$ cat src/hw/rtl/pidf_pkg.sv
// Shared types, constants and saturating arithmetic for the filtered-derivative PID block.
`default_nettype none

package pidf_pkg;

  localparam int DATA_WIDTH      = 32;
  localparam int FRAC_BITS       = 16;
  localparam int LIMIT_WIDTH     = DATA_WIDTH - 1;
  localparam int REG_INDEX_WIDTH = 3;

  typedef logic signed [DATA_WIDTH-1:0] fix_t;
  typedef logic [LIMIT_WIDTH-1:0] lim_t;

  localparam fix_t FIX_MAX = {1'b0, {(DATA_WIDTH-1){1'b1}}};
  localparam fix_t FIX_MIN = {1'b1, {(DATA_WIDTH-1){1'b0}}};

  typedef enum logic [REG_INDEX_WIDTH-1:0] {
    REG_GAIN_PROP   = 3'd0,
    REG_GAIN_INTEG  = 3'd1,
    REG_GAIN_DERIV  = 3'd2,
    REG_FILTER_COEF = 3'd3,
    REG_DRIVE_LIMIT = 3'd4,
    REG_INTEG_LIMIT = 3'd5
  } reg_index_t;

  typedef struct packed {
    fix_t gain_prop;
    fix_t gain_integ;
    fix_t gain_deriv;
    fix_t filter_coef;
    lim_t drive_limit;
    lim_t integ_limit;
  } cfg_t;

  typedef enum logic [3:0] {
    ST_IDLE,
    ST_C_PROP,
    ST_C_INTEG,
    ST_C_FILT,
    ST_T_KE,
    ST_T_KEDT,
    ST_T_SUM,
    ST_T_UPD,
    ST_F_ACC,
    ST_F_DIFF,
    ST_F_MUL,
    ST_F_DERIV,
    ST_F_OUT
  } state_t;

  function automatic fix_t sat_add(fix_t a, fix_t b);
    logic signed [DATA_WIDTH:0] s;
    s = {a[DATA_WIDTH-1], a} + {b[DATA_WIDTH-1], b};
    if (s[DATA_WIDTH] != s[DATA_WIDTH-1]) begin
      return s[DATA_WIDTH] ? FIX_MIN : FIX_MAX;
    end
    return s[DATA_WIDTH-1:0];
  endfunction

  function automatic fix_t sat_sub(fix_t a, fix_t b);
    logic signed [DATA_WIDTH:0] s;
    s = {a[DATA_WIDTH-1], a} - {b[DATA_WIDTH-1], b};
    if (s[DATA_WIDTH] != s[DATA_WIDTH-1]) begin
      return s[DATA_WIDTH] ? FIX_MIN : FIX_MAX;
    end
    return s[DATA_WIDTH-1:0];
  endfunction

  function automatic fix_t lim_to_fix(lim_t l);
    return $signed({1'b0, l});
  endfunction

  // Clamp to the symmetric range [-l, l].
  function automatic fix_t clamp_sym(fix_t v, lim_t l);
    fix_t hi;
    fix_t lo;
    hi = lim_to_fix(l);
    lo = -hi;
    if (v > hi) begin
      return hi;
    end
    if (v < lo) begin
      return lo;
    end
    return v;
  endfunction

endpackage

`default_nettype wire

$ cat src/hw/rtl/pidf_regs.sv
// Configuration register file with a plain write port.
`default_nettype none

module pidf_regs (
  input  wire logic                                    clk,
  input  wire logic                                    rst,
  input  wire logic                                    cfg_we,
  input  wire logic [pidf_pkg::REG_INDEX_WIDTH-1:0]    cfg_index,
  input  wire logic [pidf_pkg::DATA_WIDTH-1:0]         cfg_data,
  output pidf_pkg::cfg_t                               cfg
);

  always_ff @(posedge clk) begin
    if (rst) begin
      cfg.gain_prop   <= '0;
      cfg.gain_integ  <= '0;
      cfg.gain_deriv  <= '0;
      cfg.filter_coef <= '0;
      cfg.drive_limit <= '1;
      cfg.integ_limit <= '0;
    end else if (cfg_we) begin
      unique case (pidf_pkg::reg_index_t'(cfg_index))
        pidf_pkg::REG_GAIN_PROP:   cfg.gain_prop   <= cfg_data;
        pidf_pkg::REG_GAIN_INTEG:  cfg.gain_integ  <= cfg_data;
        pidf_pkg::REG_GAIN_DERIV:  cfg.gain_deriv  <= cfg_data;
        pidf_pkg::REG_FILTER_COEF: cfg.filter_coef <= cfg_data;
        pidf_pkg::REG_DRIVE_LIMIT: cfg.drive_limit <= cfg_data[pidf_pkg::LIMIT_WIDTH-1:0];
        pidf_pkg::REG_INTEG_LIMIT: cfg.integ_limit <= cfg_data[pidf_pkg::LIMIT_WIDTH-1:0];
        default: begin
        end
      endcase
    end
  end

endmodule

`default_nettype wire

$ cat src/hw/rtl/pidf_mul.sv
// Shared fixed-point multiplier: exact product, floor shift, saturation, registered result.
`default_nettype none

module pidf_mul (
  input  wire logic           clk,
  input  wire pidf_pkg::fix_t a,
  input  wire pidf_pkg::fix_t b,
  output pidf_pkg::fix_t      q
);

  localparam int PROD_WIDTH  = 2 * pidf_pkg::DATA_WIDTH;
  localparam int SHIFT_WIDTH = PROD_WIDTH - pidf_pkg::FRAC_BITS;
  localparam int HEAD_WIDTH  = SHIFT_WIDTH - pidf_pkg::DATA_WIDTH + 1;

  logic signed [PROD_WIDTH-1:0]  prod;
  logic signed [SHIFT_WIDTH-1:0] shifted;
  logic [HEAD_WIDTH-1:0]         head;
  pidf_pkg::fix_t                q_next;

  assign prod = a * b;
  // Dropping the fraction bits of a two's-complement product rounds toward minus infinity.
  assign shifted = prod[PROD_WIDTH-1:pidf_pkg::FRAC_BITS];
  assign head    = shifted[SHIFT_WIDTH-1:pidf_pkg::DATA_WIDTH-1];

  always_comb begin
    if (head == '0 || head == '1) begin
      q_next = shifted[pidf_pkg::DATA_WIDTH-1:0];
    end else if (shifted[SHIFT_WIDTH-1]) begin
      q_next = pidf_pkg::FIX_MIN;
    end else begin
      q_next = pidf_pkg::FIX_MAX;
    end
  end

  always_ff @(posedge clk) begin
    q <= q_next;
  end

endmodule

`default_nettype wire

$ cat src/hw/rtl/pid_filtered_derivative_antiwindup.sv
// Top level: sequencer, controller state and output register around one shared multiplier.
`default_nettype none

// PID controller with a first-order filtered derivative and anti-windup, in signed Q16.16.
// All multiplications go through one registered multiplier under a small sequencer, so the
// block takes one item at a time and holds the input side busy from acceptance until its
// sequence ends, with integ_limit zero (output clamping mode) or non-zero (term clamping
// mode). The result is registered at the end of the sequence and may wait on drive_stall
// while a new item is accepted; the sequencer then holds in its last step until the
// pending result is taken. Configuration must be written while the block is idle.
module pid_filtered_derivative_antiwindup (
  input  wire logic                                  clk,
  input  wire logic                                  rst,
  input  wire logic                                  cfg_we,
  input  wire logic [pidf_pkg::REG_INDEX_WIDTH-1:0]  cfg_index,
  input  wire logic [pidf_pkg::DATA_WIDTH-1:0]       cfg_data,
  input  wire logic                                  err_valid,
  output logic                                       err_stall,
  input  wire logic signed [pidf_pkg::DATA_WIDTH-1:0] error_in,
  input  wire logic [pidf_pkg::LIMIT_WIDTH-1:0]      time_step,
  input  wire logic                                  sat_flag,
  output logic                                       drive_valid,
  input  wire logic                                  drive_stall,
  output logic signed [pidf_pkg::DATA_WIDTH-1:0]     drive_out
);

  localparam int MSB = pidf_pkg::DATA_WIDTH - 1;

  pidf_pkg::cfg_t   cfg;
  pidf_pkg::state_t state, state_next;

  pidf_pkg::fix_t err_r;
  pidf_pkg::lim_t dt_r;
  logic           sat_r;

  pidf_pkg::fix_t prop_term, prop_term_next;
  pidf_pkg::fix_t integ_term, integ_term_next;
  pidf_pkg::fix_t filter_acc, filter_acc_next;
  pidf_pkg::fix_t deriv_term, deriv_term_next;
  pidf_pkg::fix_t integ_rate, integ_rate_next;
  pidf_pkg::fix_t tmp_a, tmp_a_next;
  pidf_pkg::fix_t tmp_b, tmp_b_next;
  pidf_pkg::fix_t drive_out_next;
  logic           drive_valid_next;

  pidf_pkg::fix_t mul_a, mul_b, mul_q;
  pidf_pkg::fix_t dt_fix, ul_fix, u_sum, t_sum;
  logic           in_accept, clamp_mode, ske_pos, ske_neg, pi_agree, t_oppose, out_free;

  pidf_regs u_regs (
    .clk       (clk),
    .rst       (rst),
    .cfg_we    (cfg_we),
    .cfg_index (cfg_index),
    .cfg_data  (cfg_data),
    .cfg       (cfg)
  );

  pidf_mul u_mul (
    .clk (clk),
    .a   (mul_a),
    .b   (mul_b),
    .q   (mul_q)
  );

  assign err_stall  = (state != pidf_pkg::ST_IDLE);
  assign in_accept  = err_valid && !err_stall;
  assign clamp_mode = (cfg.integ_limit == '0);
  assign out_free   = !drive_valid || !drive_stall;

  assign dt_fix = pidf_pkg::lim_to_fix(dt_r);
  assign ul_fix = pidf_pkg::lim_to_fix(cfg.drive_limit);
  assign u_sum  = pidf_pkg::sat_add(tmp_b, deriv_term);
  assign t_sum  = pidf_pkg::sat_add(tmp_b, tmp_a);

  // Sign of Ki times sign of e, taken from the factors themselves.
  assign ske_pos = (cfg.gain_integ != '0) && (err_r != '0) && (cfg.gain_integ[MSB] == err_r[MSB]);
  assign ske_neg = (cfg.gain_integ != '0) && (err_r != '0) && (cfg.gain_integ[MSB] != err_r[MSB]);
  assign pi_agree = ((tmp_b > 0) && ske_pos) || ((tmp_b < 0) && ske_neg);
  assign t_oppose = ((t_sum > 0) && ske_neg) || ((t_sum < 0) && ske_pos);

  always_ff @(posedge clk) begin
    if (rst) begin
      state       <= pidf_pkg::ST_IDLE;
      prop_term   <= '0;
      integ_term  <= '0;
      filter_acc  <= '0;
      deriv_term  <= '0;
      integ_rate  <= '0;
      drive_valid <= 1'b0;
    end else begin
      state       <= state_next;
      prop_term   <= prop_term_next;
      integ_term  <= integ_term_next;
      filter_acc  <= filter_acc_next;
      deriv_term  <= deriv_term_next;
      integ_rate  <= integ_rate_next;
      drive_valid <= drive_valid_next;
    end
  end

  always_ff @(posedge clk) begin
    if (in_accept) begin
      err_r <= error_in;
      dt_r  <= time_step;
      sat_r <= sat_flag;
    end
    tmp_a     <= tmp_a_next;
    tmp_b     <= tmp_b_next;
    drive_out <= drive_out_next;
  end

  always_comb begin
    state_next       = state;
    mul_a            = '0;
    mul_b            = '0;
    prop_term_next   = prop_term;
    integ_term_next  = integ_term;
    filter_acc_next  = filter_acc;
    deriv_term_next  = deriv_term;
    integ_rate_next  = integ_rate;
    tmp_a_next       = tmp_a;
    tmp_b_next       = tmp_b;
    drive_out_next   = drive_out;
    drive_valid_next = drive_valid && drive_stall;

    unique case (state)
      pidf_pkg::ST_IDLE: begin
        if (err_valid) begin
          state_next = clamp_mode ? pidf_pkg::ST_C_PROP : pidf_pkg::ST_T_KE;
        end
      end
      pidf_pkg::ST_C_PROP: begin
        mul_a      = cfg.gain_prop;
        mul_b      = err_r;
        state_next = pidf_pkg::ST_C_INTEG;
      end
      pidf_pkg::ST_C_INTEG: begin
        prop_term_next = mul_q;
        mul_a          = integ_rate;
        mul_b          = dt_fix;
        state_next     = pidf_pkg::ST_C_FILT;
      end
      pidf_pkg::ST_C_FILT: begin
        integ_term_next = pidf_pkg::sat_add(integ_term, mul_q);
        mul_a           = deriv_term;
        mul_b           = dt_fix;
        state_next      = pidf_pkg::ST_F_ACC;
      end
      pidf_pkg::ST_T_KE: begin
        mul_a      = cfg.gain_integ;
        mul_b      = err_r;
        state_next = pidf_pkg::ST_T_KEDT;
      end
      pidf_pkg::ST_T_KEDT: begin
        mul_a      = mul_q;
        mul_b      = dt_fix;
        state_next = pidf_pkg::ST_T_SUM;
      end
      pidf_pkg::ST_T_SUM: begin
        tmp_a_next = mul_q;
        tmp_b_next = pidf_pkg::sat_add(prop_term, integ_term);
        mul_a      = cfg.gain_prop;
        mul_b      = err_r;
        state_next = pidf_pkg::ST_T_UPD;
      end
      pidf_pkg::ST_T_UPD: begin
        // Terms move unless the actuator is saturated and the step would push further.
        if (t_oppose || !sat_r) begin
          prop_term_next  = pidf_pkg::clamp_sym(mul_q, cfg.drive_limit);
          integ_term_next = pidf_pkg::clamp_sym(pidf_pkg::sat_add(integ_term, tmp_a),
                                                cfg.integ_limit);
        end
        mul_a      = deriv_term;
        mul_b      = dt_fix;
        state_next = pidf_pkg::ST_F_ACC;
      end
      pidf_pkg::ST_F_ACC: begin
        filter_acc_next = pidf_pkg::sat_add(filter_acc, mul_q);
        mul_a           = cfg.gain_deriv;
        mul_b           = err_r;
        state_next      = pidf_pkg::ST_F_DIFF;
      end
      pidf_pkg::ST_F_DIFF: begin
        tmp_a_next = pidf_pkg::sat_sub(mul_q, filter_acc);
        state_next = pidf_pkg::ST_F_MUL;
      end
      pidf_pkg::ST_F_MUL: begin
        mul_a      = cfg.filter_coef;
        mul_b      = tmp_a;
        state_next = pidf_pkg::ST_F_DERIV;
      end
      pidf_pkg::ST_F_DERIV: begin
        deriv_term_next = mul_q;
        tmp_b_next      = pidf_pkg::sat_add(prop_term, integ_term);
        mul_a           = cfg.gain_integ;
        mul_b           = err_r;
        state_next      = pidf_pkg::ST_F_OUT;
      end
      pidf_pkg::ST_F_OUT: begin
        // Keep Ki*e on the multiplier output while a pending result blocks this step.
        mul_a = cfg.gain_integ;
        mul_b = err_r;
        if (out_free) begin
          if (clamp_mode) begin
            if (pi_agree && ((u_sum > ul_fix) || (u_sum < -ul_fix) || sat_r)) begin
              integ_rate_next = '0;
            end else begin
              integ_rate_next = mul_q;
            end
            drive_out_next = pidf_pkg::clamp_sym(u_sum, cfg.drive_limit);
          end else begin
            drive_out_next = u_sum;
          end
          drive_valid_next = 1'b1;
          state_next       = pidf_pkg::ST_IDLE;
        end
      end
      default: begin
        state_next = pidf_pkg::ST_IDLE;
      end
    endcase
  end

`ifndef SYNTHESIS
  a_busy_after_accept: assert property (@(posedge clk) disable iff (rst)
    in_accept |=> err_stall)
    else $error("input side not held busy after an item was accepted");

  a_result_from_last_step: assert property (@(posedge clk) disable iff (rst)
    (drive_valid && !$past(drive_valid)) |-> $past(state == pidf_pkg::ST_F_OUT))
    else $error("result appeared outside the output step");

  a_output_clamped: assert property (@(posedge clk) disable iff (rst)
    (drive_valid && !$past(drive_valid) && $past(clamp_mode))
      |-> ((drive_out <= $past(ul_fix)) && (drive_out >= -$past(ul_fix))))
    else $error("drive value exceeds the drive limit in clamping mode");
`endif

endmodule

`default_nettype wire
$ cat config.mk
export PLATFORM = sky130hd
export DESIGN_NAME = pid_filtered_derivative_antiwindup
export DESIGN_NICKNAME = d
export VERILOG_FILES = /design/src/hw/rtl/pidf_pkg.sv /design/src/hw/rtl/pidf_regs.sv /design/src/hw/rtl/pidf_mul.sv /design/src/hw/rtl/pid_filtered_derivative_antiwindup.sv
export SDC_FILE = /design/constraint.sdc
export NUM_CORES = 2
export LEC_CHECK = 0
export ABC_AREA = 1
export BUFFER_PORTS_ARGS = -buffer_cell sky130_fd_sc_hd__buf_4
export CAP_MARGIN = 20
export CORE_ASPECT_RATIO = 1.1
export CORE_MARGIN = 2
export CORE_UTILIZATION = 33
export DETAILED_ROUTE_END_ITERATION = 6
export GPL_TIMING_DRIVEN = 0
export PLACE_DENSITY = 0.46
export SLEW_MARGIN = 20
export SYNTH_ARGS = -nofsm -noshare
export SYNTH_HDL_FRONTEND = slang
export SYNTH_SLANG_ARGS = --single-unit
export TNS_END_PERCENT = 30
$ cat constraint.sdc
create_clock -name clk -period 20.2 [get_ports clk]
set_input_delay 2.02 -clock clk [delete_from_list [all_inputs] [get_ports clk]]
set_output_delay 2.02 -clock clk [all_outputs]
set_load 0.05 [all_outputs]
==> impl_metrics.tcl <==
set metrics [dict create \
    post_cts_buffers 0 \
    routed-via-count 76000 \
    hold_depth 2 \
    reg2regPathDepth 41 \
    critPathCaptureType "register" \
    fin_setup_tns_ns 0 \
    port_buffers 136 \
    layout_commonest_cell "nand2_1" \
    rsz0062_at_grt "false" \
    yosysWarnings 0 \
    post_cts_resized 0 \
    grt-ovfl-total 0 \
    start_kind "register" \
    stdcell_area_sq_um 87100 \
    cts_tree "built" \
    finalHoldViolations 0 \
    synth_edf_count 160 \
    worst_ep_arrival_time_ns 13.21 \
    cts_hold_buf 0 \
    path_max_fanout 10 \
    syn_inst 10600 \
    finalClockSkew_ns 0.0879 \
    ys_ff_latch 547 \
    p_leak_nw 42.2 \
    clk_latency_ns 0.76 \
    final_nets 12600 \
    synth_fp_nets 12400 \
    period_share 0.623 \
    totalWireLength_um 419000 \
    drive_gt1_frac 0.0442 \
    hold_path.class "register to register" \
    cts_root_buffer "clkbuf_16" \
    yosysUniqueCellTypes 62 \
    rows 188 \
    fmax_ghz 0.0794 \
    slew_headroom 0.158 \
    status "completed" \
    core_sq_um 238000 \
    grt_max_degree 42 \
    die_area_sq_um 243000 \
    grt_pass1_wl_um 579000 \
    wire_per_inst_um 29.8 \
    crit_type "register to register" \
    async_flop_share 0 \
    cts.sinks 547 \
    final_cell_mix "nand2_1 (2,110), inv_1 (1,944), nor2_1 (1,186)" \
    io_pins 138 \
    path_clk_slew_ns 0.06 \
    drtAntennaViolNets 0 \
    power.density_nw_per_um2 92.9 \
    vias_per_cell 5.41 \
    slew_viol_final 0 \
    die_w_um 470 \
    ir_drop_uv 84.8 \
    die_h_um 517 \
    cts_made_buffers 68 \
    antenna_found_initial 36 \
    fill_cells 25800 \
    grt_pass1_vias 76200 \
    seq_area_frac_synth 0.159 \
    max_cap_viol_count 0 \
    h-tree-depth 3 \
    place_congestion 1.03 \
    dpl_cell_area_sq_um 84700 \
    drc 0 \
    synth.avg_cell_area_sq_um 7.45 \
    syn_area_sq_um 78800 \
    crit_path_max_incr_delay_ns 1.12 \
    start_util 0.331 \
    area_delta_synth_final_pct 10.5 \
    finalSetupViolCount 0 \
    required_ns 20.81 \
    synth_ff_type "dfxtp_1" \
    dr.pass1.iters 7 \
    worst_pin_slew_ns 1.26 \
    period_minus_slack_ns 12.59 \
    cp_slowest_cell "o2111ai_1" \
    hpwl_um 356000 \
    drtIter0Drc 7100 \
    grt_usage 0.339 \
    cts_buffer_depth 3 \
]
-- cell type report --
cell class                 instances  area [sq um]  share of cell area
multi-input combinational       7637         57400               0.660
sequential                       547         12600               0.144
inverter                        1971          7400              0.0850
tap                             3135          3920              0.0451
clock buffer                      96          1990              0.0228
buffer                           421          1690              0.0194
timing repair buffer             199          1670              0.0191
clock inverter                    27           367             0.00421
antenna                           11          27.5            0.000316
-- power breakdown --
group          internal (mW)  switching, mW  leakage [nW]
Sequential              1.25          0.304          4.61
Clock                  0.739          0.588          1.14
Combinational           1.45           3.76          36.4
-- flip-flops by register name (all words and copies together), names as in the netlist --
| name | flops |
|---|---|
| deriv_term | 32 |
| state | 4 |
| u_regs.cfg | 190 |
| sat_r | 1 |
| tmp_b | 32 |
| dt_r | 31 |
| u_mul.q | 32 |
| drive_valid | 1 |
| integ_rate | 32 |
| err_r | 32 |
| tmp_a | 32 |
| drive_out | 32 |
| filter_acc | 32 |
| integ_term | 32 |
| prop_term | 32 |
-- metrics by stage --
stage,instances,total power [mW],utilization,worst slack (ns),hold WS [ns]
finish,14000,8.09,0.366,7.61,0.447
global route,14000,8.42,0.366,7.35,0.468
floorplan,10600,4.15,-,10.98,0.424
CTS,14000,8.03,0.366,7.97,0.449
detailed placement,13900,6.67,0.356,8.02,0.440
global placement,13800,6.61,0.352,3.74,0.433
-- final timing paths --
kind                                      from              to  slack, ns
worst max-delay path                  state[2]      u_mul.q[1]       7.61
worst max register to register        state[2]      u_mul.q[1]       7.61
worst min register to register  u_regs.cfg[88]  u_regs.cfg[88]       0.45
worst min-delay path            u_regs.cfg[88]  u_regs.cfg[88]       0.45
-- metal layers --
layer | vias to the layer above | routed length (um) | track usage
met5 | - | 118 | 0
met4 | 18 | 34800 | 0.236
met3 | 948 | 25100 | 0.0421
met2 | 3144 | 201000 | 0.583
met1 | 38100 | 158000 | 0.393
li1 | 33800 | - | -
-- synthesized netlist by cell type (all sizes together) (27+ instances only) --
| cell type | count | area, sq um |
|---|---|---|
| a21o | 28 | 210 |
| a21oi | 735 | 3680 |
| a22oi | 40 | 300 |
| a31oi | 34 | 213 |
| buf | 53 | 274 |
| clkbuf | 368 | 1380 |
| dfxtp | 387 | 7750 |
| edfxtp | 160 | 4800 |
| fa | 1088 | 21800 |
| ha | 598 | 7480 |
| inv | 1952 | 7330 |
| nand2 | 2131 | 8060 |
| nand3 | 331 | 1690 |
| nand4 | 92 | 576 |
| nor2 | 1202 | 4570 |
| nor3 | 77 | 390 |
| nor4 | 79 | 532 |
| o211ai | 77 | 578 |
| o21a | 50 | 375 |
| o21ai | 641 | 3220 |
| o22ai | 27 | 169 |
| xnor2 | 54 | 473 |
| xor2 | 172 | 1510 |
-- worst max-delay path, delay by kind of cell (launching register included) --
| family | cells | cell delay, ns |
|---|---|---|
| simple gates | 14 | 2.03 |
| compound gates | 7 | 2.60 |
| fa+ha+maj | 9 | 4.86 |
| flops | 1 | 0.30 |
| buf+inv | 11 | 2.64 |
-- cell families (layout without fill, tap and decap cells) --
logic type	after synthesis	after routing	synth area share
adders and majority gates	1686	1686	0.371
buffers and inverters	2392	2714	0.115
AOI/OAI and AO/OA	1761	1761	0.124
and+or+nand+nor	3964	3964	0.205
xor gates and xnor gates	226	226	0.0251
DFF	547	547	0.159
other	0	11	0
(Power assumes the default switching activity.)
